==> src/hw/rtl/tbpm_pkg.sv <==
package tbpm_pkg;
    localparam int PALETTE_DEPTH = 8192;
    localparam int PAL_AW = $clog2(PALETTE_DEPTH);
    localparam int CNT_W = PAL_AW + 1;
    localparam logic [1:0] MODE_FOUR = 2'd2;
    localparam logic [1:0] MODE_BLEND = 2'd3;
    localparam logic [0:0] REG_MATCH_TOL = 1'b0;
    localparam logic [0:0] REG_BLEND_TOL = 1'b1;

    function automatic logic [7:0] absdiff8(input logic [7:0] a, input logic [7:0] b);
        absdiff8 = (a > b) ? (a - b) : (b - a);
    endfunction

    function automatic logic [7:0] worst_diff(input logic [23:0] a, input logic [23:0] b);
        logic [7:0] d0, d1, d2, m;
        d0 = absdiff8(a[7:0], b[7:0]);
        d1 = absdiff8(a[15:8], b[15:8]);
        d2 = absdiff8(a[23:16], b[23:16]);
        m = (d0 > d1) ? d0 : d1;
        worst_diff = (m > d2) ? m : d2;
    endfunction
endpackage

==> src/hw/rtl/tbpm_lane.sv <==
// One comparison lane: worst channel difference between a stored entry and a tile color
module tbpm_lane (
    input  logic        i_clk,
    input  logic [23:0] i_entry,
    input  logic [23:0] i_color,
    output logic [7:0]  o_diff
);
    logic [7:0] r_diff;
    always_ff @(posedge i_clk) begin
        r_diff <= tbpm_pkg::worst_diff(i_entry, i_color);
    end
    assign o_diff = r_diff;
endmodule

==> config.mk <==
export PLATFORM = sky130hd
export DESIGN_NAME = tbpm_lane
export DESIGN_NICKNAME = d
export VERILOG_FILES = /design/src/hw/rtl/tbpm_pkg.sv /design/src/hw/rtl/tbpm_lane.sv
export SDC_FILE = /design/constraint.sdc
export NUM_CORES = 1
export LEC_CHECK = 0
export BUFFER_PORTS_ARGS = -buffer_cell sky130_fd_sc_hd__buf_2
export CAP_MARGIN = 20
export CORE_MARGIN = 3
export CORE_UTILIZATION = 57
export DETAILED_ROUTE_END_ITERATION = 7
export PLACE_DENSITY = 0.83
export SYNTH_ARGS = -nofsm -noshare
export SYNTH_HDL_FRONTEND = slang
export SYNTH_SLANG_ARGS = --single-unit
==> constraint.sdc <==
create_clock -name i_clk -period 7.4 [get_ports i_clk]
set_input_delay 0.37 -clock i_clk [delete_from_list [all_inputs] [get_ports i_clk]]
set_output_delay 0.37 -clock i_clk [all_outputs]
set_load 0.02 [all_outputs]
==> qor.yml <==
clocking:
  cts-root-buf: "clkbuf_8"
  cts_setup_buffers: 0
  cts_buffers: 3
  cts_max_level: 1
  clkTransAtPathRegs_ns: 0.04
  cts_resized: 0
  hold_buffers: 0
  clock-sinks: 8
  cts_tree: "built"
  cts.path.max_buffers: 2
die:
  fp.dieArea_um2: 5410
  initial_utilization_pct: 62.0
  core-area_um2: 4200
  chipHeight_um: 73.6
  ios: 57
  chipWidth_um: 73.6
  num_rows: 23
drt:
  drc_errors: 0
  ant_nets: 0
  drt_iter0_drc: 121
  dr_total_vias: 2307
  post_drt_via_cell_ratio: 5.45
  dr.pass1.iters: 4
  post_drt_wl_per_cell_um: 12.3
  routed_wl_um: 5220
outcome:
  status: "finished clean"
setup_path:
  cp_slowest_cell: "o32ai_4"
  worst-setup-path-type: "input pin to flop"
  cp.arrival_ns: 5.81
  end_kind: "flop"
  cp.required_ns: 7.51
  crit_path_max_incr_delay_ns: 0.54
  path_max_fanout: 11
  start_kind: "input pin"
timing:
  setup_viol: 0
  fin_crit_ns: 5.70
  max_slew_margin_pct: 34.1
  fmax_mhz: 176
  hold_slack_ns: 0.525
  rsz0062_at_grt: "false"
  timing.final.max_slew_violations: 0
  finalWorstSetupSlack_ns: 1.70
  period_share_pct: 77.0
  finalSetupTns_ns: 0
  tightest_slew_ns: 0.984
  hold_viol_final: 0
finish:
  largest_reg_flops: 8
  area_growth_pct: 14.1
  nets: 490
  nFillCells: 330
  antenna_cells: 0
  final_layout_size_suffix_gt1_share_pct: 22.5
synthesis:
  synth_cell_types: 43
  yosysSeqAreaShare_pct: 6.15
  synthFlopType: "dfxtp_1"
  synth_edf_count: 0
  synth_seq_cells: 8
  async_reset_ff_share_pct: 0
  synthCells: 317
  synth_fp_nets: 432
  synth.avg_cell_area_um2: 8.21
  ys_warn_count: 0
  syn_area_um2: 2600
global_routing:
  grt_overflow: 0
  grt_pass1_wl_um: 9250
  antenna_found_initial: 0
  grt_pass1_vias: 2257
  grt_max_degree: 14
  track_usage_pct: 20.7
place:
  port_buffers: 56
  place_ws_ns: 1.50
  dpl.hpwl_um: 4630
  place.gp.congestion: 0.863
power:
  p_leak_nw: 1.71
  p_per_area_nw_per_um2: 221
  ir_drop_uv: 145
  power.total_mw: 0.656
job:
  cap_violations: 0
worst_hold_path:
  hold_path.class: "input pin to flop"
## power breakdown
part           internal, mW  switching [mW]  total [mW]
Sequential           0.0695         0.00547      0.0750
Clock                0.0352          0.0167      0.0518
Combinational         0.244           0.285       0.529
## Yosys cell counts, types with 3 or more instances
master	count	share of area [%]
o21ai_0	11	2.1
fa_1	6	4.6
nand2_1	11	1.6
nand3_1	8	1.5
inv_1	67	9.7
ha_1	60	29
mux2_4	3	1.7
nand4_1	4	0.96
xnor2_1	16	5.4
dfxtp_1	8	6.2
mux2_2	8	3.5
mux2i_1	24	9.2
o21a_1	5	1.4
a21o_1	14	4.0
nor2b_1	4	0.96
nor2_1	7	1.0
xor2_1	3	1.0
a21oi_1	24	4.6
## metal layers
layer,wire length (µm),global-route usage (%),up-vias
li1,-,-,1191
met1,2360,25.7,1043
met2,2500,36.2,60
met3,267,3.42,13
met4,88,5.84,0
met5,0,0,-
## critical path: cells and delay by family
family / cells / cell delay, ns
simple gates: 7 / 1.00
xor+xnor: 1 / 0.16
compound gates: 9 / 1.62
buf+inv: 5 / 0.48
mux: 3 / 1.08
fa+ha+maj: 4 / 1.10
## path summary, 6_finish.rpt
path | start | end | slack, ns | cells past startpoint
max | i_entry[8] | o_diff[3] | 1.70 | 29
min | i_color[16] | o_diff[0] | 0.53 | 3
## logic make-up after synthesis
| kind of cell | Yosys count | synth area share, % |
|---|---|---|
| xor+xnor | 19 | 6.39 |
| mux | 35 | 14.4 |
| flops | 8 | 6.15 |
| simple gates | 43 | 8.46 |
| buf+inv | 71 | 10.6 |
| fa+ha+maj | 67 | 33.9 |
| compound gates | 74 | 20.1 |
## cell usage in the layout, fill, tap and decap left out, drive strengths merged, types with 3 or more instances in the layout
master  Yosys  final
clkbuf      2      3
nand4       5      5
inv        67     67
a21o       14     14
nand2      11     11
mux2       11     11
xnor2      16     16
buf         2     57
fa          6      6
a21oi      27     27
o21a        5      5
ha         60     60
nor2        7      7
nor2b       4      4
xor2        3      3
dfxtp       8      8
nand3       8      8
o21ai      11     11
mux2i      24     24
## layout make-up
class	instances	area (µm²)	share of cell area (%)
flip-flops and latches	8	160	5.39
well taps	50	62.6	2.11
repair buffers	57	288	9.68
clock buffers	3	41.3	1.39
multi-input cells	238	2170	73.0
inverters	67	251	8.46
## stage by stage
step,area [µm²],std cells,utilization (%)
after detailed placement,2930,420,69.7
after global placement,2930,420,69.7
after global routing,2970,423,70.7
after CTS,2970,423,70.7
final,2970,423,70.7
after floorplan,2600,317,-
(Power assumes the default switching activity.)
